[src/rtl/bds_pkg.sv]
`timescale 1ns / 1ps
// ----------------------------------------------------------------------------
// bds_pkg
// Shared widths, register indexes, state codes and control records of the
// block difference scorer.
// ----------------------------------------------------------------------------
package bds_pkg;

  localparam int CHAN_W   = 8;
  localparam int REGION_W = 2;
  localparam int TOL_W    = 10;
  localparam int UNIT_W   = TOL_W + 1;
  localparam int CNT_W    = 15;
  localparam int SCORE_W  = 4;
  localparam int ACC_W    = 18;
  localparam int T_W      = 16;
  localparam int TSQ_W    = 32;
  localparam int K_W      = 4;
  localparam int CFG_IDX_W  = 2;
  localparam int CFG_DATA_W = 15;
  localparam int IN_DATA_W  = 48;
  localparam int OUT_DATA_W = 72;

  // Saturation point of every block counter.
  localparam int MAX_BLOCKS = 16384;
  localparam logic [CNT_W-1:0] CNT_CAP =
    CNT_W'((MAX_BLOCKS < 32767) ? MAX_BLOCKS : 32767);

  localparam logic [SCORE_W-1:0] SCORE_MAX   = 4'd9;
  localparam logic [SCORE_W-1:0] SCORE_EIGHT = 4'd8;
  localparam logic [SCORE_W-1:0] SCORE_SEVEN = 4'd7;
  localparam logic [K_W-1:0]     K_FIRST     = 4'd1;
  localparam logic [K_W-1:0]     K_LAST      = 4'd9;

  localparam logic [REGION_W-1:0] REGION_EXCLUDED = 2'd0;
  localparam logic [REGION_W-1:0] REGION_PRINT    = 2'd1;

  localparam logic [1:0] CHAN_RED   = 2'd0;
  localparam logic [1:0] CHAN_GREEN = 2'd1;
  localparam logic [1:0] CHAN_BLUE  = 2'd2;

  localparam logic [CFG_IDX_W-1:0] CFG_TOLERANCE    = 2'd0;
  localparam logic [CFG_IDX_W-1:0] CFG_LIMIT_NINES  = 2'd1;
  localparam logic [CFG_IDX_W-1:0] CFG_LIMIT_EIGHTS = 2'd2;
  localparam logic [CFG_IDX_W-1:0] CFG_LIMIT_SEVENS = 2'd3;

  typedef enum logic [2:0] {
    ST_IDLE,
    ST_DIFF,
    ST_MULT,
    ST_SQUARE,
    ST_WRITE
  } state_t;

  typedef struct packed {
    logic           load_in;
    logic           acc_en;
    logic [1:0]     chan;
    logic           t_en;
    logic           cmp_en;
    logic [K_W-1:0] k;
    logic           write_out;
  } cmd_t;

  typedef struct packed {
    logic excl;
    logic out_free;
  } status_t;

endpackage

[src/rtl/bds_ctrl.sv]
`timescale 1ns / 1ps
// ----------------------------------------------------------------------------
// bds_ctrl
// Sequencer: accepts a block pair, steps the three color channels, then the
// nine score thresholds, and hands the result to the output register.
// ----------------------------------------------------------------------------
module bds_ctrl (
  input  logic              clk,
  input  logic              rst,
  input  logic              in_valid,
  output logic              in_ready,
  input  bds_pkg::status_t  status,
  output bds_pkg::cmd_t     cmd
);

  bds_pkg::state_t state, state_next;
  logic [1:0] chan, chan_next;
  logic [bds_pkg::K_W-1:0] k, k_next;

  always_ff @(posedge clk) begin
    if (rst) begin
      state <= bds_pkg::ST_IDLE;
      chan  <= bds_pkg::CHAN_RED;
      k     <= bds_pkg::K_FIRST;
    end else begin
      state <= state_next;
      chan  <= chan_next;
      k     <= k_next;
    end
  end

  always_comb begin
    state_next    = state;
    chan_next     = chan;
    k_next        = k;
    in_ready      = 1'b0;
    cmd           = '0;
    cmd.chan      = chan;
    cmd.k         = k;
    case (state)
      bds_pkg::ST_IDLE: begin
        in_ready = 1'b1;
        if (in_valid) begin
          cmd.load_in = 1'b1;
          chan_next   = bds_pkg::CHAN_RED;
          k_next      = bds_pkg::K_FIRST;
          state_next  = bds_pkg::ST_DIFF;
        end
      end
      bds_pkg::ST_DIFF: begin
        if (status.excl) begin
          state_next = bds_pkg::ST_WRITE;
        end else begin
          cmd.acc_en = 1'b1;
          if (chan == bds_pkg::CHAN_BLUE) begin
            state_next = bds_pkg::ST_MULT;
          end else begin
            chan_next = chan + 2'd1;
          end
        end
      end
      bds_pkg::ST_MULT: begin
        cmd.t_en   = 1'b1;
        state_next = bds_pkg::ST_SQUARE;
      end
      bds_pkg::ST_SQUARE: begin
        cmd.cmp_en = 1'b1;
        if (k == bds_pkg::K_LAST) begin
          state_next = bds_pkg::ST_WRITE;
        end else begin
          k_next     = k + 4'd1;
          state_next = bds_pkg::ST_MULT;
        end
      end
      bds_pkg::ST_WRITE: begin
        if (status.out_free) begin
          cmd.write_out = 1'b1;
          state_next    = bds_pkg::ST_IDLE;
        end
      end
      default: begin
        state_next = bds_pkg::ST_IDLE;
      end
    endcase
  end

endmodule

[src/rtl/bds_datapath.sv]
`timescale 1ns / 1ps
// ----------------------------------------------------------------------------
// bds_datapath
// Input and configuration registers, squared-distance accumulator, threshold
// compare, block counters and the output register.
// ----------------------------------------------------------------------------
module bds_datapath (
  input  logic                                clk,
  input  logic                                rst,
  input  bds_pkg::cmd_t                       cmd,
  output bds_pkg::status_t                    status,
  input  logic [bds_pkg::IN_DATA_W-1:0]       in_data,
  input  logic [bds_pkg::REGION_W-1:0]        in_region,
  input  logic                                in_last,
  input  logic                                cfg_en,
  input  logic [bds_pkg::CFG_IDX_W-1:0]       cfg_index,
  input  logic [bds_pkg::CFG_DATA_W-1:0]      cfg_data,
  output logic                                out_valid,
  input  logic                                out_ready,
  output logic [bds_pkg::SCORE_W-1:0]         score_o,
  output logic                                excluded_o,
  output logic                                frame_done_o,
  output logic                                fail_o,
  output logic [bds_pkg::CNT_W-1:0]           nines_seen,
  output logic [bds_pkg::CNT_W-1:0]           eights_seen,
  output logic [bds_pkg::CNT_W-1:0]           sevens_seen,
  output logic [bds_pkg::CNT_W-1:0]           excluded_seen
);

  logic [bds_pkg::IN_DATA_W-1:0]  pix;
  logic [bds_pkg::REGION_W-1:0]   region;
  logic                           last;
  logic [bds_pkg::TOL_W-1:0]      tolerance;
  logic [bds_pkg::CNT_W-1:0]      limit_nines, limit_eights, limit_sevens;
  logic [bds_pkg::ACC_W-1:0]      acc;
  logic [bds_pkg::T_W-1:0]        t;
  logic [bds_pkg::SCORE_W-1:0]    score;
  logic [bds_pkg::CNT_W-1:0]      nine_count, eight_count, seven_count, excluded_count;

  logic                           excl;
  logic [bds_pkg::CHAN_W-1:0]     ch_a, ch_b, diff;
  logic [15:0]                    diff_sq;
  logic [bds_pkg::UNIT_W-1:0]     unit;
  logic [4:0]                     odd;
  logic [bds_pkg::TSQ_W-1:0]      tsq, dist4;
  logic [bds_pkg::CNT_W-1:0]      n9_next, n8_next, n7_next, nx_next;
  logic                           fail_next;

  function automatic logic [bds_pkg::CNT_W-1:0] sat_inc(input logic [bds_pkg::CNT_W-1:0] c);
    sat_inc = (c < bds_pkg::CNT_CAP) ? c + 15'd1 : bds_pkg::CNT_CAP;
  endfunction

  assign excl = (region == bds_pkg::REGION_EXCLUDED);
  assign status.excl     = excl;
  assign status.out_free = !out_valid || out_ready;

  // Configuration registers
  always_ff @(posedge clk) begin
    if (rst) begin
      tolerance    <= 10'd10;
      limit_nines  <= 15'd0;
      limit_eights <= 15'd10;
      limit_sevens <= 15'd50;
    end else if (cfg_en) begin
      case (cfg_index)
        bds_pkg::CFG_TOLERANCE:    tolerance    <= cfg_data[bds_pkg::TOL_W-1:0];
        bds_pkg::CFG_LIMIT_NINES:  limit_nines  <= cfg_data;
        bds_pkg::CFG_LIMIT_EIGHTS: limit_eights <= cfg_data;
        bds_pkg::CFG_LIMIT_SEVENS: limit_sevens <= cfg_data;
        default: ;
      endcase
    end
  end

  // Channel select and absolute difference, one channel per step
  always_comb begin
    case (cmd.chan)
      bds_pkg::CHAN_RED: begin
        ch_a = pix[7:0];
        ch_b = pix[31:24];
      end
      bds_pkg::CHAN_GREEN: begin
        ch_a = pix[15:8];
        ch_b = pix[39:32];
      end
      default: begin
        ch_a = pix[23:16];
        ch_b = pix[47:40];
      end
    endcase
    diff    = (ch_a > ch_b) ? ch_a - ch_b : ch_b - ch_a;
    diff_sq = 16'(diff) * 16'(diff);
  end

  assign unit  = (region == bds_pkg::REGION_PRINT) ? {tolerance, 1'b0} : {1'b0, tolerance};
  assign odd   = {cmd.k, 1'b0} - 5'd1;
  assign tsq   = bds_pkg::TSQ_W'(t) * bds_pkg::TSQ_W'(t);
  assign dist4 = bds_pkg::TSQ_W'({acc, 2'b00});

  always_ff @(posedge clk) begin
    if (cmd.load_in) begin
      pix    <= in_data;
      region <= in_region;
      last   <= in_last;
      acc    <= '0;
      score  <= '0;
    end else begin
      if (cmd.acc_en) begin
        acc <= acc + bds_pkg::ACC_W'(diff_sq);
      end
      if (cmd.cmp_en && (dist4 >= tsq)) begin
        score <= score + 4'd1;
      end
    end
    if (cmd.t_en) begin
      t <= bds_pkg::T_W'(odd) * bds_pkg::T_W'(unit);
    end
  end

  // Counter update for the block being written out
  always_comb begin
    n9_next = nine_count;
    n8_next = eight_count;
    n7_next = seven_count;
    nx_next = excluded_count;
    if (excl) begin
      nx_next = sat_inc(excluded_count);
    end else if (score == bds_pkg::SCORE_MAX) begin
      n9_next = sat_inc(nine_count);
    end else if (score == bds_pkg::SCORE_EIGHT) begin
      n8_next = sat_inc(eight_count);
    end else if (score == bds_pkg::SCORE_SEVEN) begin
      n7_next = sat_inc(seven_count);
    end
    fail_next = last && ((n9_next > limit_nines) || (n8_next > limit_eights)
                      || (n7_next > limit_sevens));
  end

  always_ff @(posedge clk) begin
    if (rst) begin
      nine_count     <= '0;
      eight_count    <= '0;
      seven_count    <= '0;
      excluded_count <= '0;
    end else if (cmd.write_out) begin
      nine_count     <= last ? '0 : n9_next;
      eight_count    <= last ? '0 : n8_next;
      seven_count    <= last ? '0 : n7_next;
      excluded_count <= last ? '0 : nx_next;
    end
  end

  // Output register
  always_ff @(posedge clk) begin
    if (rst) begin
      out_valid <= 1'b0;
    end else if (cmd.write_out) begin
      out_valid <= 1'b1;
    end else if (out_ready) begin
      out_valid <= 1'b0;
    end
  end

  always_ff @(posedge clk) begin
    if (cmd.write_out) begin
      score_o       <= excl ? '0 : score;
      excluded_o    <= excl;
      frame_done_o  <= last;
      fail_o        <= fail_next;
      nines_seen    <= n9_next;
      eights_seen   <= n8_next;
      sevens_seen   <= n7_next;
      excluded_seen <= nx_next;
    end
  end

  a_write_when_free: assert property (@(posedge clk) disable iff (rst)
    cmd.write_out |-> (!out_valid || out_ready))
    else $error("result written over a pending result");

  a_score_range: assert property (@(posedge clk) disable iff (rst)
    (out_valid && !excluded_o) |-> (score_o <= bds_pkg::SCORE_MAX))
    else $error("score above cap");

  a_excluded_zero: assert property (@(posedge clk) disable iff (rst)
    (out_valid && excluded_o) |-> (score_o == '0))
    else $error("excluded block carries a score");

  a_counters_clear: assert property (@(posedge clk) disable iff (rst)
    (cmd.write_out && last) |=> (nine_count == '0 && excluded_count == '0))
    else $error("counters not cleared after last block");

endmodule

[src/rtl/block_difference_scorer.sv]
`timescale 1ns / 1ps
// ----------------------------------------------------------------------------
// block_difference_scorer
// Scores reference/new block color averages against a tolerance and keeps
// per-frame counts of high scores and excluded blocks.
// ----------------------------------------------------------------------------
//
//  channel | direction | transfer carries
//  --------+-----------+----------------------------------------------------
//  s_*     | in        | one block pair (six color averages, region, last)
//  m_*     | out       | one score result with running counts and verdict
//  cfg_*   | in        | one register write (index, data); always ready
//
//  Steps: a scored block is captured, then its three channel squares are
//  accumulated (one shared 8x8 square and accumulator), then each of nine
//  thresholds takes a threshold multiply step, then a threshold square and
//  compare step, and finally the result is written. An excluded block goes
//  from capture through the difference step straight to the write step.
//  Reset: rst clears the sequencer, the counters, the output valid and loads
//  the register defaults (tolerance 10, limits 0/10/50).
//  Stalls: a finished result waits in the output register while the next
//  block is taken; the sequencer holds in its write step while the output
//  register is still full.
//
module block_difference_scorer (
  input  logic                                clk,
  input  logic                                rst,
  // s_tdata, low bit up: ref_red, ref_green, ref_blue, new_red, new_green, new_blue
  input  logic [bds_pkg::IN_DATA_W-1:0]       s_tdata,
  // s_tuser: region_class
  input  logic [bds_pkg::REGION_W-1:0]        s_tuser,
  input  logic                                s_tlast,
  input  logic                                s_tvalid,
  output logic                                s_tready,
  // m_tdata, low bit up: score, fail, nines_seen, eights_seen, sevens_seen,
  // excluded_seen, zero fill
  output logic [bds_pkg::OUT_DATA_W-1:0]      m_tdata,
  // m_tuser: excluded
  output logic                                m_tuser,
  output logic                                m_tlast,
  output logic                                m_tvalid,
  input  logic                                m_tready,
  input  logic                                cfg_valid,
  output logic                                cfg_ready,
  input  logic [bds_pkg::CFG_IDX_W-1:0]       cfg_index,
  input  logic [bds_pkg::CFG_DATA_W-1:0]      cfg_data
);

  bds_pkg::cmd_t    cmd;
  bds_pkg::status_t status;

  logic [bds_pkg::SCORE_W-1:0] score;
  logic                        fail;
  logic [bds_pkg::CNT_W-1:0]   nines_seen, eights_seen, sevens_seen, excluded_seen;

  // Register writes are taken in any cycle.
  assign cfg_ready = 1'b1;

  bds_ctrl u_ctrl (
    .clk      (clk),
    .rst      (rst),
    .in_valid (s_tvalid),
    .in_ready (s_tready),
    .status   (status),
    .cmd      (cmd)
  );

  bds_datapath u_datapath (
    .clk           (clk),
    .rst           (rst),
    .cmd           (cmd),
    .status        (status),
    .in_data       (s_tdata),
    .in_region     (s_tuser),
    .in_last       (s_tlast),
    .cfg_en        (cfg_valid && cfg_ready),
    .cfg_index     (cfg_index),
    .cfg_data      (cfg_data),
    .out_valid     (m_tvalid),
    .out_ready     (m_tready),
    .score_o       (score),
    .excluded_o    (m_tuser),
    .frame_done_o  (m_tlast),
    .fail_o        (fail),
    .nines_seen    (nines_seen),
    .eights_seen   (eights_seen),
    .sevens_seen   (sevens_seen),
    .excluded_seen (excluded_seen)
  );

  // Pack result fields, score in the low nibble, zero fill to whole bytes.
  assign m_tdata = {7'd0, excluded_seen, sevens_seen, eights_seen, nines_seen, fail, score};

endmodule
[config.mk]
export PLATFORM = sky130hd
export DESIGN_NAME = block_difference_scorer
export DESIGN_NICKNAME = d
export VERILOG_FILES = /design/src/rtl/bds_pkg.sv /design/src/rtl/bds_ctrl.sv /design/src/rtl/bds_datapath.sv /design/src/rtl/block_difference_scorer.sv
export SDC_FILE = /design/constraint.sdc
export NUM_CORES = 1
export LEC_CHECK = 0
export ABC_AREA = 1
export BUFFER_PORTS_ARGS = -buffer_cell sky130_fd_sc_hd__buf_2
export CAP_MARGIN = 20
export CORE_ASPECT_RATIO = 0.9
export CORE_UTILIZATION = 34
export DETAILED_ROUTE_END_ITERATION = 7
export PLACE_DENSITY_LB_ADDON = 0.25
export REMOVE_ABC_BUFFERS = 1
export SETUP_SLACK_MARGIN = 0.1
export SLEW_MARGIN = 20
export SYNTH_ARGS = -nofsm -noshare
export SYNTH_HDL_FRONTEND = slang
export SYNTH_HIERARCHICAL = 1
export SYNTH_SLANG_ARGS = --single-unit
[constraint.sdc]
create_clock -name clk -period 12.3 [get_ports clk]
set_clock_uncertainty 0.1 [all_clocks]
set_input_delay 1.23 -clock clk [delete_from_list [all_inputs] [get_ports clk]]
set_output_delay 1.23 -clock clk [all_outputs]
set_load 0.05 [all_outputs]
Word-level counts from Yosys, hierarchy flattened
Cells that the tools add are included.

Register bits after elaboration: 281. Latch bits: 0. RAM bits: 0. Bits in read-only memories: 0. Input bits: 73. Word-level logic and storage cells: 135. Memories: 0.

Add/sub/neg operators: 11. Multipliers: 3. Divide/modulo/power cells: 0. Magnitude comparators: 9. Eq/ne operators: 20. Shift operators: 0. Muxes and demuxes: 46. Bitwise gates (word level): 0. Reduce and logical (&&, ||, !) cells: 20.

Operators by type and width (number): 15-bit two-way mux (18); 15-bit by 1-bit adder with 15-bit output, second input constant (4); 15-bit < comparator, second input constant (4); 15-bit greater-than comparator (3); 20-bit by 32-bit greater-or-equal comparator with 1-bit output (1); 16-bit by 16-bit multiplier with 32-bit output (1); 8-bit case mux with 2 select lines (2); 18-bit by 16-bit adder with 18-bit output (1); 5-bit by 11-bit multiplier with 16-bit output (1); 8-bit by 8-bit multiplier with 16-bit output (1); 8-bit subtractor (2); 3-bit two-way mux (5); 3-bit case mux with 5 select lines (1); 4-bit equality test, second input constant (3); 1-bit two-way mux (11); 11-bit two-way mux (1); 2-bit != test, second input constant (5); 4-bit by 1-bit adder with 4-bit output, second input constant (2); 8-bit greater-than comparator (1); 4-bit two-way mux (2); 8-bit two-way mux (1); 4-bit case mux with 2 select lines (1); 2-bit AND reduction (4); 2-bit by 1-bit equality test with 1-bit output, second input constant (3); other kinds (18) (31).

Logic depth before layout (Yosys ltp)
Depth after elaboration: 9. Depth in mapped cells: 41. Gate-level depth less buffers: 41.

Cells and area by module
Netlist, hierarchy kept.

Modules (own cells, without submodules): bds_datapath (instances 1, cells each 3065, area an instance 24828.8 um^2, seq. area each 6786.5 um^2); bds_ctrl (instances 1, cells each 92, area an instance 638.1 um^2, seq. area each 180.2 um^2); block_difference_scorer (instances 1, cells each 11, area an instance 75.1 um^2, seq. area each 0.0 um^2).

Worst setup path before layout
Ideal clock, no wire load.

Path type: input -> register. From: input m_tready. To: register u_datapath/nine_count[11] in the netlist's numbering. Library setup time: 70 ps. Arrival: 10567 ps. Setup slack: 1563 ps. Cell stages on the path: 10. Path through: inv_1 nand2_1 inv_1 nor4_1 clkinv_1 nor2_1 clkbuf_1 clkbuf_1 nand2_1 a21oi_1.

RTL lines: from (decl) (line block_difference_scorer.sv:42) `input logic m_tready,`; to (signal assigned) (line bds_datapath.sv:146) `nine_count <= last ? '0 : n9_next;`; to (decl) (line bds_datapath.sv:38) `logic [bds_pkg::CNT_W-1:0] nine_count, eight_count, seven_count, excluded_count;`.

Final worst setup path
From: register u_ctrl.chan[1]. To: register u_datapath/acc[13] in the netlist's numbering.

Cells in the longest elaborated chain, start to end: 6. Elaborated cells between the ends (all ways): 10. Classes of those cells: add/sub (3); mul (1); order compare (1); eq/ne (1); mux (3); reduce/logical (1).

RTL lines: from (decl) (line bds_ctrl.sv:17) `logic [1:0] chan, chan_next;`; from (signal assigned) (line bds_ctrl.sv:23) `chan <= bds_pkg::CHAN_RED;`; from (signal assigned) (line bds_ctrl.sv:27) `chan <= chan_next;`; 2-bit by 1-bit equality test with 1-bit output or 2-bit logical NOT (tied branches) (line bds_datapath.sv:77) `case (cmd.chan)`; 8-bit case mux with 2 select lines (line bds_datapath.sv:77); 8-bit subtractor or 8-bit greater-than comparator (tied branches) (line bds_datapath.sv:91) `diff = (ch_a > ch_b) ? ch_a - ch_b : ch_b - ch_a;`; 8-bit two-way mux * (line bds_datapath.sv:91); 8-bit by 8-bit multiplier with 16-bit output * (line bds_datapath.sv:92) `diff_sq = 16'(diff) * 16'(diff);`; 18-bit by 16-bit adder with 18-bit output * (line bds_datapath.sv:109) `acc <= acc + bds_pkg::ACC_W'(diff_sq);`; to (signal assigned) (line bds_datapath.sv:109); to (decl) (line bds_datapath.sv:35) `logic [bds_pkg::ACC_W-1:0] acc;`.

Mark *: on every way between the ends. The rest lies on a longest branch, timed or not. A chain may end at the register's enable or synchronous reset.

==> results.ini <==
[synthesis]
yosys_most_used_dff=dfxtp_1
yosysSeqAreaShare_pct=27.3
ys_ff_latch=281
yosys_warnings=6
synth_area_per_cell_um2=8.06
synth_area_um2=25500
async_flop_share_pct=0
synth.distinct_cells=65
synth_edf_count=134
synthCells=3168

[placement]
placedCellCount=4209
io_buffers=141
gp_congestion=0.910
place_hpwl_um=48800

[sta]
max_slew.worst_pin.slew_ns=0.914
hold_violations=0
relSlewSlack_pct=38.7
fin_crit_sh_pct=63.3
rsz0062_at_grt=false
period_minus_slack_ns=7.79
setup_viol=0
final_max_slew_viol_count=0
timing.fmax_ghz=0.128

[critical_path]
start_kind=flip-flop
crit_slowest_cell=fa_1
r2r_start=u_ctrl/chan[1]
critical_path_class=flip-flop to flip-flop
cpMostUsedCell=fa_1
worst_path_largest_cell_delay_ns=0.54
cp_max_fo=12
cp.required_ns=12.69
endpoint_kind=flip-flop
critical_path_arrival_ns=8.17
crit_start=u_ctrl/chan[1]

[routing]
first_pass_iters=5
via_count=19900
wirelength_um=61100
via_per_inst=4.66
drc=0
drtIter0Drc=1152
antenna_left=0
wl_per_cell_um=14.3

[finish]
area_growth_pct=10.9
final_cell_mix=707 x inv_1, 634 x nand2_1, 253 x ha_1, 247 x a21oi_1, 232 x fa_1
reg_top3=u_datapath/pix: 48 flops, u_datapath/acc: 18 flops, u_datapath/t: 16 flops
regMostFlops=u_datapath/pix
diodes=0
final_common_cell=inv_1
largest_register_ffs=48
fin_cells=4267
nets=3840
drive_gt1_share_pct=8.38

[clock_tree]
post_cts_resized=0
h-tree-depth=1
cts_tree=done
cts.sinks=281
clock_latency_ns=0.59
post-cts-setup-buffers=0
clock_path_buffers=3
cts_hold_buf=0
root_buffer=clkbuf_16
path_clk_slew_ns=0.07
numCtsBuffers=31

[die]
row_count=94
die_w_um=291
initial_core_util_pct=34.6
die_area_um2=76200
core_area_um2=73700
die_y_um=262
pin_count=150

[grt]
grt_pass1_vias=19600
grt-ovfl-total=0
grt_antenna_before_repair=1
grt_use_total_pct=16.3
grt_max_degree=58
grt_pass1_wl_um=101000

[run_status]
outcome=complete, no violations

[run]
drv_cap=0

[worst_hold_path]
min_from=u_datapath/limit_sevens[9]
hold_class=flip-flop to flip-flop

layout make-up:
type	instances	area, um2
flip-flops and latches	281	6970
fillers	7554	45400
clock inverters	26	268
inverters	721	2710
clock buffers	32	779
well taps	960	1200
repair buffers	162	863
multi-input cells	2085	15500
metrics by stage:
stage          worst slack, ns  hold WS (ns)  TNS (ns)  cell area [um2]  utilization (%)
4_1_cts                   4.46         0.364         0            28300             38.4
2_1_floorplan            -2.93         0.338   -161.31            25200                -
3_5_place_dp              4.49         0.353         0            27300             37.0
6_report                  4.51         0.364         0            28300             38.4
3_3_place_gp              4.66         0.351         0            27300             37.0
5_1_grt                   3.73         0.383         0            28300             38.4
routing by layer:
layer | GRT usage (%) | vias to the layer above | part of all wire (%)
met2 | 26.4 | 357 | 44
met1 | 23.4 | 9317 | 50
met4 | 3.54 | 2 | 1.9
met3 | 1.72 | 65 | 4.2
met5 | 0 | - | 0.023
li1 | - | 10100 | -
path summary, 6_finish.rpt:
check	slack (ns)	to	cells after the start
worst max-delay path	4.51	u_datapath/acc[13]	30
worst min-delay path	0.36	u_datapath/limit_sevens[9]	2
worst max register to register	4.51	u_datapath/acc[13]	30
worst min register to register	0.36	u_datapath/limit_sevens[9]	2
synthesized netlist by cell type (all sizes together), types with 6 or more instances:
cell type	instances	area share (%)
a21oi	247	4.8
and3	13	0.32
buf	18	0.44
clkbuf	69	1.0
dfxtp	147	12
edfxtp	134	16
fa	232	18
ha	253	12
inv	717	11
nand2	640	9.5
nand3	93	2.0
nand4	34	0.86
nor2	228	3.6
nor3	36	0.87
nor4	8	0.25
o211ai	10	0.29
o21a	10	0.29
o21ai	139	2.8
o21bai	8	0.24
o221ai	6	0.21
or2	7	0.17
xnor2	22	0.75
xor2	42	1.5
logic make-up after synthesis:
| family | after synthesis | share of synthesized area [%] |
|---|---|---|
| simple gates | 1066 | 17.8 |
| buf+inv | 808 | 12.1 |
| fa+ha+maj | 485 | 30.6 |
| compound gates | 457 | 9.79 |
| flops | 281 | 27.3 |
| xor+xnor | 64 | 2.25 |
| mux | 5 | 0.201 |
| other cells | 2 | 0.0294 |
worst max-delay path: cells and delay by family (launching register included):
family / cells / cell delay (ns)
and+or+nand+nor: 5 / 0.86
AOI/OAI and AO/OA: 11 / 1.85
buffers and inverters: 5 / 0.64
xor gates and xnor gates: 2 / 0.59
adders and majority gates: 7 / 3.20
DFF: 1 / 0.43
Power is left out: the tool's default activity adds up to more than one toggle a clock period on the data nets, which glitch-free logic cannot reach.
